$ cat config.mk
export PLATFORM = sky130hd
export DESIGN_NAME = hid_keyboard_report_differ
export DESIGN_NICKNAME = d
export VERILOG_FILES = /design/src/design/hkrd_pkg.sv /design/src/design/hkrd_ctrl.sv /design/src/design/hkrd_datapath.sv /design/src/design/hid_keyboard_report_differ.sv
export SDC_FILE = /design/constraint.sdc
export NUM_CORES = 1
export LEC_CHECK = 0
export BUFFER_PORTS_ARGS = -buffer_cell sky130_fd_sc_hd__buf_4
export CORE_ASPECT_RATIO = 2
export CORE_UTILIZATION = 60
export CTS_CLUSTER_SIZE = 24
export DETAILED_ROUTE_END_ITERATION = 8
export GPL_TIMING_DRIVEN = 0
export PLACE_DENSITY = 0.81
export SETUP_SLACK_MARGIN = 0.1
export SKIP_LAST_GASP = 1
export SYNTH_ARGS = -nofsm -noshare
export SYNTH_HDL_FRONTEND = slang
export SYNTH_HIERARCHICAL = 1
export SYNTH_SLANG_ARGS = --single-unit
$ cat constraint.sdc
create_clock -name aclk -period 5.9 [get_ports aclk]
set_input_delay 0.295 -clock aclk [delete_from_list [all_inputs] [get_ports aclk]]
set_output_delay 0.295 -clock aclk [all_outputs]
set_load 0.05 [all_outputs]
$ cat src/design/hkrd_pkg.sv
`timescale 1ns / 1ps
`default_nettype none
// ----------------------------------------------------------------------------
// hkrd_pkg
// Shared types and constants for the boot-keyboard report differ.
// ----------------------------------------------------------------------------
package hkrd_pkg;

    localparam int MOD_W       = 8;
    localparam int LED_W       = 3;
    localparam int CODE_W      = 8;
    localparam int M_TDATA_W   = 8;

    localparam logic [CODE_W-1:0] USAGE_NUM_LOCK    = 8'd83;
    localparam logic [CODE_W-1:0] USAGE_CAPS_LOCK   = 8'd57;
    localparam logic [CODE_W-1:0] USAGE_SCROLL_LOCK = 8'd71;
    localparam logic [CODE_W-1:0] USAGE_MOD_BASE    = 8'd224;

    // event slot layout: num lock x3, caps lock x3, scroll lock, modifiers, key slots x2
    localparam int EV_NUM        = 0;
    localparam int EV_CAPS       = 3;
    localparam int EV_SCROLL     = 6;
    localparam int EV_MOD_FIRST  = 7;
    localparam int EV_SLOT_FIRST = EV_MOD_FIRST + MOD_W;

    localparam int LED_NUM    = 0;
    localparam int LED_CAPS   = 1;
    localparam int LED_SCROLL = 2;

    typedef struct packed {
        logic capture;
        logic load;
        logic emit;
        logic commit;
    } hkrd_cmd_t;

    typedef struct packed {
        logic cand_any;
        logic last;
        logic out_free;
    } hkrd_sts_t;

endpackage
`default_nettype wire

$ cat src/design/hkrd_ctrl.sv
`timescale 1ns / 1ps
`default_nettype none
// ----------------------------------------------------------------------------
// hkrd_ctrl
// Sequencer: captures a report, builds the event mask, emits one event per
// free output slot and commits the new state with the final event, or right
// after the load if the report yields no event.
module hkrd_ctrl (
    input  wire               aclk,
    input  wire               aresetn,
    input  wire               s_tvalid,
    output logic              s_tready,
    input  hkrd_pkg::hkrd_sts_t sts,
    output hkrd_pkg::hkrd_cmd_t cmd
);
    import hkrd_pkg::*;

    typedef enum logic [2:0] {
        ST_IDLE = 3'b001,
        ST_LOAD = 3'b010,
        ST_EMIT = 3'b100
    } state_t;

    state_t state_reg, state_next;

    always_comb begin
        state_next  = state_reg;
        cmd         = '0;
        s_tready    = 1'b0;
        case (state_reg)
            ST_IDLE: begin
                s_tready = 1'b1;
                if (s_tvalid) begin
                    cmd.capture = 1'b1;
                    state_next  = ST_LOAD;
                end
            end
            ST_LOAD: begin
                cmd.load = 1'b1;
                if (sts.cand_any) begin
                    state_next = ST_EMIT;
                end else begin
                    cmd.commit = 1'b1;
                    state_next = ST_IDLE;
                end
            end
            ST_EMIT: begin
                if (sts.out_free) begin
                    cmd.emit = 1'b1;
                    if (sts.last) begin
                        cmd.commit = 1'b1;
                        state_next = ST_IDLE;
                    end
                end
            end
            default: begin
                state_next = ST_IDLE;
            end
        endcase
    end

    always_ff @(posedge aclk) begin
        if (!aresetn) begin
            state_reg <= ST_IDLE;
        end else begin
            state_reg <= state_next;
        end
    end

endmodule
`default_nettype wire

$ cat src/design/hkrd_datapath.sv
`timescale 1ns / 1ps
`default_nettype none
// ----------------------------------------------------------------------------
// hkrd_datapath
// Report capture, kept state, pending event mask and output register.
// ----------------------------------------------------------------------------
module hkrd_datapath #(
    parameter int KEY_SLOTS = 6,
    parameter int S_TDATA_W = 64
) (
    input  wire                            aclk,
    input  wire                            aresetn,
    input  wire  [S_TDATA_W-1:0]           s_tdata,
    input  hkrd_pkg::hkrd_cmd_t            cmd,
    output hkrd_pkg::hkrd_sts_t            sts,
    output logic                           m_tvalid,
    input  wire                            m_tready,
    output logic [hkrd_pkg::M_TDATA_W-1:0] m_tdata,
    output logic                           m_tuser,
    output logic                           m_tlast
);
    import hkrd_pkg::*;

    localparam int NUM_EV = EV_SLOT_FIRST + 2 * KEY_SLOTS;
    localparam int IDX_W  = $clog2(NUM_EV);

    logic [MOD_W-1:0]  rep_mods_reg;
    logic [LED_W-1:0]  rep_leds_reg;
    logic [CODE_W-1:0] rep_slots_reg [KEY_SLOTS];

    logic [MOD_W-1:0]  prev_mods_reg;
    logic [LED_W-1:0]  lock_flags_reg;
    logic [CODE_W-1:0] prev_slots_reg [KEY_SLOTS];

    logic [NUM_EV-1:0] mask_reg, mask_next;

    logic              out_valid_reg;
    logic [CODE_W-1:0] out_code_reg;
    logic              out_press_reg;
    logic              out_last_reg;

    logic [NUM_EV-1:0] cand_valid;
    logic [CODE_W-1:0] cand_code  [NUM_EV];
    logic              cand_press [NUM_EV];
    logic [IDX_W-1:0]  ev_idx;
    logic [NUM_EV-1:0] mask_rest;
    logic              lock_on;
    logic              lock_off;

    // candidate events of the held report against the kept state
    always_comb begin
        cand_valid = '0;
        for (int k = 0; k < NUM_EV; k++) begin
            cand_code[k]  = '0;
            cand_press[k] = 1'b0;
        end
        lock_on  = 1'b0;
        lock_off = 1'b0;

        lock_on  = rep_leds_reg[LED_NUM] & ~lock_flags_reg[LED_NUM];
        lock_off = ~rep_leds_reg[LED_NUM] & lock_flags_reg[LED_NUM];
        cand_valid[EV_NUM]     = lock_on | lock_off;
        cand_valid[EV_NUM + 1] = lock_off;
        cand_valid[EV_NUM + 2] = lock_off;
        cand_code[EV_NUM]      = USAGE_NUM_LOCK;
        cand_code[EV_NUM + 1]  = USAGE_NUM_LOCK;
        cand_code[EV_NUM + 2]  = USAGE_NUM_LOCK;
        cand_press[EV_NUM]     = rep_leds_reg[LED_NUM];
        cand_press[EV_NUM + 1] = 1'b1;
        cand_press[EV_NUM + 2] = 1'b0;

        lock_on  = rep_leds_reg[LED_CAPS] & ~lock_flags_reg[LED_CAPS];
        lock_off = ~rep_leds_reg[LED_CAPS] & lock_flags_reg[LED_CAPS];
        cand_valid[EV_CAPS]     = lock_on | lock_off;
        cand_valid[EV_CAPS + 1] = lock_off;
        cand_valid[EV_CAPS + 2] = lock_off;
        cand_code[EV_CAPS]      = USAGE_CAPS_LOCK;
        cand_code[EV_CAPS + 1]  = USAGE_CAPS_LOCK;
        cand_code[EV_CAPS + 2]  = USAGE_CAPS_LOCK;
        cand_press[EV_CAPS]     = rep_leds_reg[LED_CAPS];
        cand_press[EV_CAPS + 1] = 1'b1;
        cand_press[EV_CAPS + 2] = 1'b0;

        cand_valid[EV_SCROLL] = rep_leds_reg[LED_SCROLL] ^ lock_flags_reg[LED_SCROLL];
        cand_code[EV_SCROLL]  = USAGE_SCROLL_LOCK;
        cand_press[EV_SCROLL] = rep_leds_reg[LED_SCROLL];

        for (int b = 0; b < MOD_W; b++) begin
            cand_valid[EV_MOD_FIRST + b] = rep_mods_reg[b] ^ prev_mods_reg[b];
            cand_code[EV_MOD_FIRST + b]  = USAGE_MOD_BASE | CODE_W'(b);
            cand_press[EV_MOD_FIRST + b] = rep_mods_reg[b];
        end

        for (int j = 0; j < KEY_SLOTS; j++) begin
            cand_valid[EV_SLOT_FIRST + 2*j] = (rep_slots_reg[j] != prev_slots_reg[j])
                                            && (prev_slots_reg[j] != '0);
            cand_valid[EV_SLOT_FIRST + 2*j + 1] = (rep_slots_reg[j] != prev_slots_reg[j])
                                                && (rep_slots_reg[j] != '0);
            cand_code[EV_SLOT_FIRST + 2*j]      = prev_slots_reg[j];
            cand_code[EV_SLOT_FIRST + 2*j + 1]  = rep_slots_reg[j];
            cand_press[EV_SLOT_FIRST + 2*j]     = 1'b0;
            cand_press[EV_SLOT_FIRST + 2*j + 1] = 1'b1;
        end
    end

    // lowest pending event
    always_comb begin
        ev_idx = '0;
        for (int k = NUM_EV - 1; k >= 0; k--) begin
            if (mask_reg[k]) begin
                ev_idx = IDX_W'(k);
            end
        end
    end

    assign mask_rest = mask_reg & (mask_reg - NUM_EV'(1));

    assign sts.cand_any = |cand_valid;
    assign sts.last     = (mask_rest == '0);
    assign sts.out_free = ~out_valid_reg | m_tready;

    always_comb begin
        mask_next = mask_reg;
        if (cmd.load) begin
            mask_next = cand_valid;
        end else if (cmd.emit) begin
            mask_next = mask_rest;
        end
    end

    always_ff @(posedge aclk) begin
        if (cmd.capture) begin
            rep_mods_reg <= s_tdata[MOD_W-1:0];
            rep_leds_reg <= s_tdata[MOD_W +: LED_W];
            for (int j = 0; j < KEY_SLOTS; j++) begin
                rep_slots_reg[j] <= s_tdata[MOD_W + LED_W + CODE_W*j +: CODE_W];
            end
        end
        if (cmd.emit) begin
            out_code_reg  <= cand_code[ev_idx];
            out_press_reg <= cand_press[ev_idx];
            out_last_reg  <= (mask_rest == '0);
        end
    end

    always_ff @(posedge aclk) begin
        if (!aresetn) begin
            prev_mods_reg  <= '0;
            lock_flags_reg <= '0;
            for (int j = 0; j < KEY_SLOTS; j++) begin
                prev_slots_reg[j] <= '0;
            end
            mask_reg      <= '0;
            out_valid_reg <= 1'b0;
        end else begin
            mask_reg <= mask_next;
            if (cmd.commit) begin
                prev_mods_reg  <= rep_mods_reg;
                lock_flags_reg <= rep_leds_reg;
                for (int j = 0; j < KEY_SLOTS; j++) begin
                    prev_slots_reg[j] <= rep_slots_reg[j];
                end
            end
            if (cmd.emit) begin
                out_valid_reg <= 1'b1;
            end else if (m_tready) begin
                out_valid_reg <= 1'b0;
            end
        end
    end

    assign m_tvalid = out_valid_reg;
    assign m_tdata  = out_code_reg;
    assign m_tuser  = out_press_reg;
    assign m_tlast  = out_last_reg;

endmodule
`default_nettype wire

$ cat src/design/hid_keyboard_report_differ.sv
`timescale 1ns / 1ps
`default_nettype none
// ----------------------------------------------------------------------------
// hid_keyboard_report_differ
// Turns boot-keyboard reports into key press/release events.
// ----------------------------------------------------------------------------
// Channel  Dir  Contents
// s_       in   tdata: modifier_bits[7:0], lock_leds[10:8], key_slot_n at 11+8n, zero pad
// m_       out  tdata: scancode[7:0]; tuser: pressed; tlast: last_event
//
// A report is captured, its event mask is built, then its events (up to
// 15 + 2*KEY_SLOTS) are emitted one by one through the single output register.
// Reset clears the kept modifiers, slot codes and lock flags to zero.
// m_tready low holds the event sequencer; s_tready is high only between reports.
// ----------------------------------------------------------------------------
module hid_keyboard_report_differ #(
    parameter int KEY_SLOTS = 6
) (
    input  wire                                                   aclk,
    input  wire                                                   aresetn,
    input  wire                                                   s_tvalid,
    output logic                                                  s_tready,
    // modifier_bits, lock_leds, key_slot_0.. from the lowest bit
    input  wire  [((hkrd_pkg::MOD_W + hkrd_pkg::LED_W + hkrd_pkg::CODE_W*KEY_SLOTS + 7)/8)*8-1:0]
                                                                  s_tdata,
    output logic                                                  m_tvalid,
    input  wire                                                   m_tready,
    // scancode
    output logic [hkrd_pkg::M_TDATA_W-1:0]                        m_tdata,
    // pressed
    output logic                                                  m_tuser,
    output logic                                                  m_tlast
);
    import hkrd_pkg::*;

    localparam int S_TDATA_W = ((MOD_W + LED_W + CODE_W*KEY_SLOTS + 7) / 8) * 8;

    hkrd_cmd_t cmd;
    hkrd_sts_t sts;

    hkrd_ctrl u_ctrl (
        .aclk     (aclk),
        .aresetn  (aresetn),
        .s_tvalid (s_tvalid),
        .s_tready (s_tready),
        .sts      (sts),
        .cmd      (cmd)
    );

    hkrd_datapath #(
        .KEY_SLOTS (KEY_SLOTS),
        .S_TDATA_W (S_TDATA_W)
    ) u_datapath (
        .aclk     (aclk),
        .aresetn  (aresetn),
        .s_tdata  (s_tdata),
        .cmd      (cmd),
        .sts      (sts),
        .m_tvalid (m_tvalid),
        .m_tready (m_tready),
        .m_tdata  (m_tdata),
        .m_tuser  (m_tuser),
        .m_tlast  (m_tlast)
    );

endmodule
`default_nettype wire

* Word-level counts from Yosys, hierarchy flattened
Memories as Yosys holds them, arrays and structs flattened.
Index checks and enable logic that the tools add are counted.
** Word-level totals
- Memories :: 2
- ROM bits :: 0
- Output and inout bits :: 12
- Bits of input ports :: 68
- RAM bits :: 96
- Bits in latches :: 0
- Logic and storage cells :: 147
- Register bits :: 63
** Operators by class
- Reduce and logical (&&, ||, !) cells :: 29
- Shift-type cells :: 0
- $lt $le $gt $ge :: 1
- Multipliers :: 0
- Muxes and demuxes :: 63
- Divide/modulo/power cells :: 0
- Add/sub/neg operators :: 1
- Bitwise gates (word level) :: 29
- Equality and inequality tests :: 12
** Memory list
- u_datapath.prev_slots_reg :: depth 6, bits a word 8, rd ports 6, clocked after Yosys merged registers in 0, wr ports 6, RTL line hkrd_datapath.sv:33 : logic [CODE_W-1:0] prev_slots_reg [KEY_SLOTS];
- u_datapath.rep_slots_reg :: depth 6, bits a word 8, rd ports 6, clocked after Yosys merged registers in 0, wr ports 6, RTL line hkrd_datapath.sv:29 : logic [CODE_W-1:0] rep_slots_reg [KEY_SLOTS];
** Operators by type and width (number)
- 5-bit two-way mux :: 27
- 8-bit nonzero test :: 12
- 8-bit two-way mux :: 8
- 27-bit two-way mux :: 2
- 8-bit inequality test :: 6
- 8-bit binary-select mux with 5-bit select :: 1
- 27-bit AND :: 1
- 27-bit zero test :: 1
- 27-bit by 1-bit subtractor with 27-bit output, second input constant :: 1
- 25-bit OR reduction :: 1
- 1-bit two-way mux :: 17
- 1-bit logical AND :: 12
- 3-bit two-way mux :: 4
- 1-bit bitwise OR :: 9
- 3-bit case mux with 3 select lines :: 1
- 1-bit bitwise XOR :: 9
- 6-bit greater-or-equal comparator, second input constant :: 1
- 2-bit inequality test, second input constant :: 3
- 5-bit NOT with 6-bit output :: 1
- 1-bit binary-select mux with 5-bit select :: 1
- 1-bit NOT :: 5
- 1-bit AND :: 4
- 2-bit nonzero test :: 2
- 3-bit by 1-bit == test with 1-bit output, second input constant :: 1
- 5 further kinds :: 5

* Logic depth before layout (Yosys ltp)
- Word-level depth :: 31
- Mapped depth :: 17
- Depth with buffers taken out :: 13

* Modules after synthesis
Netlist, hierarchy kept.
** By module, submodules not included
- hkrd_datapath :: seq. area each 4294.1 um^2, times used 1, area each 8344.3 um^2, cells an instance 801
- hkrd_ctrl :: seq. area each 60.1 um^2, times used 1, area each 185.2 um^2, cells an instance 20

* Worst setup path after synthesis
OpenSTA, ideal clock, no wires.
- Kind :: reg2reg
- Start point :: reg u_datapath.mask_reg[0]
- End point :: mem u_datapath.prev_slots_reg[0][0] (enable)
- Buffers on the path :: 4
- Setup time :: 413 ps
- Arrival :: 4813 ps
- Period minus slack after synthesis :: 5226 ps
- Cell stages (with the launch flop) :: 17
- Required time :: 5487 ps
- Setup slack :: 674 ps
- Cell sequence :: dfxtp_1 > buf_4 > or4_4 > or2_1 > buf_6 > nor3_4 > nand3_2 > or4_1 > a21oi_1 > o22ai_1 > nor4_2 > nand2_1 > o22a_1 > nor2_1 > clkbuf_1 > clkbuf_1 > nand2b_1
** RTL lines
- start: declaration :: RTL line hkrd_datapath.sv:35 : logic [NUM_EV-1:0] mask_reg, mask_next;
- start signal: assignment :: RTL line hkrd_datapath.sv:156 : mask_reg <= mask_next;
- end: declaration :: RTL line hkrd_datapath.sv:33

==> impl_results.md <==
- Largest net degree at the start of global routing: a little over 60
- Vias in the first global route: 7,578
- IO Pins: 80
- Dpl hpwl: ~22 mm
- Vias per Instance: 6.88
- Worst-path clk slew: about 0.060 ns
- RSZ-0062 raised after global routing: false
- Total clock sinks: between 150 and 200
- Antenna Nets Post-Route: 0
- First DRT Iteration DRCs: 723
- Syn Area/Cell: ~10 um^2
- Area grow syn2layout: 17.2%
- Input/output buffers: between 70 and 80
- Fin Clk Skew: about 0.010 ns
- Layout fillers: between 1,000 and 1,500
- Seq/Total Area, Yosys: 0.510
- Setup violators final: 0
- CTS Buf Count: 17
- P_leak: 3.82 nW
- Max clock buf depth: 2
- Post-synth top area cell: edfxtp_1
- CP Max Fanout: 41
- Starting Density: 0.614
- Crit path time final: between 5 and 6 ns
- Synth warn: 6
- Cells along the critical path: clkbuf_1 > or4_1 > clkbuf_1 > nor3_4 > nand3_2 > or4_1 > a21oi_1 > o22ai_1 > nor4_2 > nand2_1 > o22a_1 > nor2_1 > clkbuf_1 > clkbuf_2 > nand2b_2 > buf_12
- Fmax: between 150 and 200 MHz
- Syn nets: around 900
- ANT cells: 0
- Largest vdd supply drop: ~0.25 mV
- GRT Resource Usage Total: 0.427
- Reg-to-reg startpoint: u_datapath/mask_reg[14]
- Final Wtd Congestion: about 1.0
- Synth Register Bits: between 150 and 200
- Crit. End Element: flip-flop
- Worst Reg-to-Reg Cells: 16
- Die area: 14,700 um^2
- CP Launch Type: flip-flop
- DR vias: approximately 7,700
- Worst Hold End: u_datapath/rep_slots_reg[2][2]
- Beginning of the worst hold path: s_tdata[29]
- Worst-margin pin slew: between 1 and 1.5 ns
- Most common flop cell mapped by yosys: edfxtp_1
- Total congestion overflow: 0
- # DRC: 0
- Drt wl/cell: 27.0 um
- H-tree depth reported by CTS: 4
- Top-count cell post-synth: edfxtp_1
- Standard-cell row count: 61
- Synth Cell Area: ~8500 um^2
- Cell mode on critical path: clkbuf_1
- Initial antenna violation count: 0
- First-pass GRT wire length: around 44 mm
- Leading post-synthesis cells by cell area: edfxtp_1, dfxtp_1, and3_1, nand2_1, mux2i_1
- Clock latency on the worst-skew pair: 0.44 ns
- Gate Count Post-Synth: between 800 and 900
- Period utilization: 0.931
- Power Density: about 310 nW/um^2
- Slew Viols, Final: 0
- Worst Slack Setup Final: around 0.41 ns
- Tightest Hold Check Type: input port to flip-flop
- CTS tree: done
- Core Area: 13,900 um^2
- Clock root buffer master: clkbuf_16
- TritonRoute pass-1 iters: 8
- Die X: roughly 86 um
- Number of flops mapped to enable cells by yosys: between 100 and 150
- CP required: approximately 6.0 ns
- Slew headroom: 0.0274
- Routed Wire Length: 30.1 mm
- Max-cap viol count: 0
- Post-synth top area share: 0.412
- Yosys cell types: between 70 and 80
- CP Class: flip-flop to flip-flop
- Status: completed
- Max incr delay on CP: between 0.5 and 0.6 ns
- Hold Path Stages: 1
- Final Hold Viols: 0
- Placement Setup Slack: around 0.42 ns
- CP max-delay cell: or4_1
- Worst R2R Setup Slack: slightly above 0.4 ns
- Inst Count DP: around 1,100
- Worst R2R End: u_datapath/prev_slots_reg[1][6]
- Top post-synthesis cells by count: edfxtp_1, nand2_1, and3_1
- CP Data Arrival Time: around 5.6 ns
- Non-Filler Instances: 1,117
- Die height: approximately 170 um
- Post-synth ARST share: 0
- Final nets: 989
- Proportion of layout cells with a drive suffix above 1: 0.148
- # Post-CTS Setup Buffers: 0
layout make-up:
type / instances / area (um^2) / share of cell area
sequential: 159 / 4350 / 0.436
buffer: 50 / 208 / 0.0208
inverter: 11 / 41.3 / 0.00413
timing repair buffer: 75 / 576 / 0.0576
clock buffer: 18 / 429 / 0.0429
multi-input combinational: 601 / 3940 / 0.394
tap: 189 / 236 / 0.0237
clock inverter: 14 / 214 / 0.0214
report_power, final:
group	total [mW]	switching, mW	leakage (nW)	internal, mW
sequential	1.33	0.0668	1.49	1.26
combinational	0.553	0.353	2.01	0.200
clock	1.20	0.453	0.318	0.752
routing by layer:
metal	GRT usage	vias to the layer above	part of all wire
met5	0	-	0
met4	0.360	0	0.098
met3	0.0989	189	0.079
met2	0.758	512	0.52
met1	0.404	3693	0.30
li1	-	3295	-
stage by stage:
stage                     total power, mW  setup TNS (ns)  hold WS, ns  area, um^2  utilization
after floorplan                      1.66               0        0.360        8530            -
after global placement               1.87          -24.47        0.473        9320        0.671
after detailed placement             1.87               0        0.474        9350        0.673
after CTS                            3.07               0       0.0282        9990        0.719
after global routing                 3.17               0       0.0216        9990        0.720
final                                3.09               0       0.0316        9990        0.720
worst max-delay path: cells and delay by family, from the launching register on:
| family | cells | cell delay [ns] |
|---|---|---|
| buf+inv | 5 | 1.59 |
| simple gates | 8 | 2.72 |
| compound gates | 3 | 0.52 |
| flops | 1 | 0.30 |
cells in the final DEF, fill, tap and decap left out, types with 5 or more instances in the layout:
master	count
a31oi_1	13
a21boi_0	17
inv_1	9
and3_1	53
dfxtp_1	42
o21bai_1	7
buf_2	5
or4_1	8
a211oi_1	5
nand3_1	24
nor2b_1	20
nand4_1	8
o21ai_0	23
buf_4	75
bufinv_16	5
mux2i_1	28
nor2_1	46
nand2_1	80
a21oi_1	29
and2_1	11
edfxtp_1	117
nor3_1	16
o211ai_1	13
nand2b_1	6
clkbuf_1	41
xor2_1	29
nor4_1	38
o21a_1	9
o221ai_1	5
clkbuf_16	17
xnor2_1	28
ha_1	6
kinds of logic (layout without fill, tap and decap cells):
| group | count (synthesis) | in the layout | synth area share |
|---|---|---|---|
| and+or+nand+nor | 329 | 329 | 0.206 |
| adders and majority gates | 10 | 10 | 0.0135 |
| xor gates and xnor gates | 57 | 57 | 0.0585 |
| muxes | 32 | 32 | 0.0381 |
| AOI/OAI and AO/OA | 173 | 173 | 0.144 |
| DFF | 159 | 159 | 0.510 |
| buffers and inverters | 61 | 168 | 0.0289 |
worst max path at each step:
stage	start	endpoint	slack, ns	depth (start not counted)
after detailed placement	u_datapath/mask_reg[0]	u_datapath/prev_slots_reg[4][4]	0.42	17
after global placement	u_datapath/mask_reg[4]	u_datapath/prev_slots_reg[0][5]	-0.52	16
after global routing	u_datapath/mask_reg[14]	u_datapath/prev_slots_reg[0][0]	0.26	16
final	u_datapath/mask_reg[14]	u_datapath/prev_slots_reg[1][6]	0.41	16
after CTS	u_datapath/mask_reg[4]	u_datapath/prev_slots_reg[4][3]	0.35	17
after floorplan	u_datapath/mask_reg[0]	u_datapath/prev_slots_reg[0][0]	0.67	16
repair_timing:
action                     in CTS  in global routing
gates resized for setup         0                  3
hold buffers                    0                  0
setup endpoints to repair       0                 50
(Power assumes the default switching activity.)
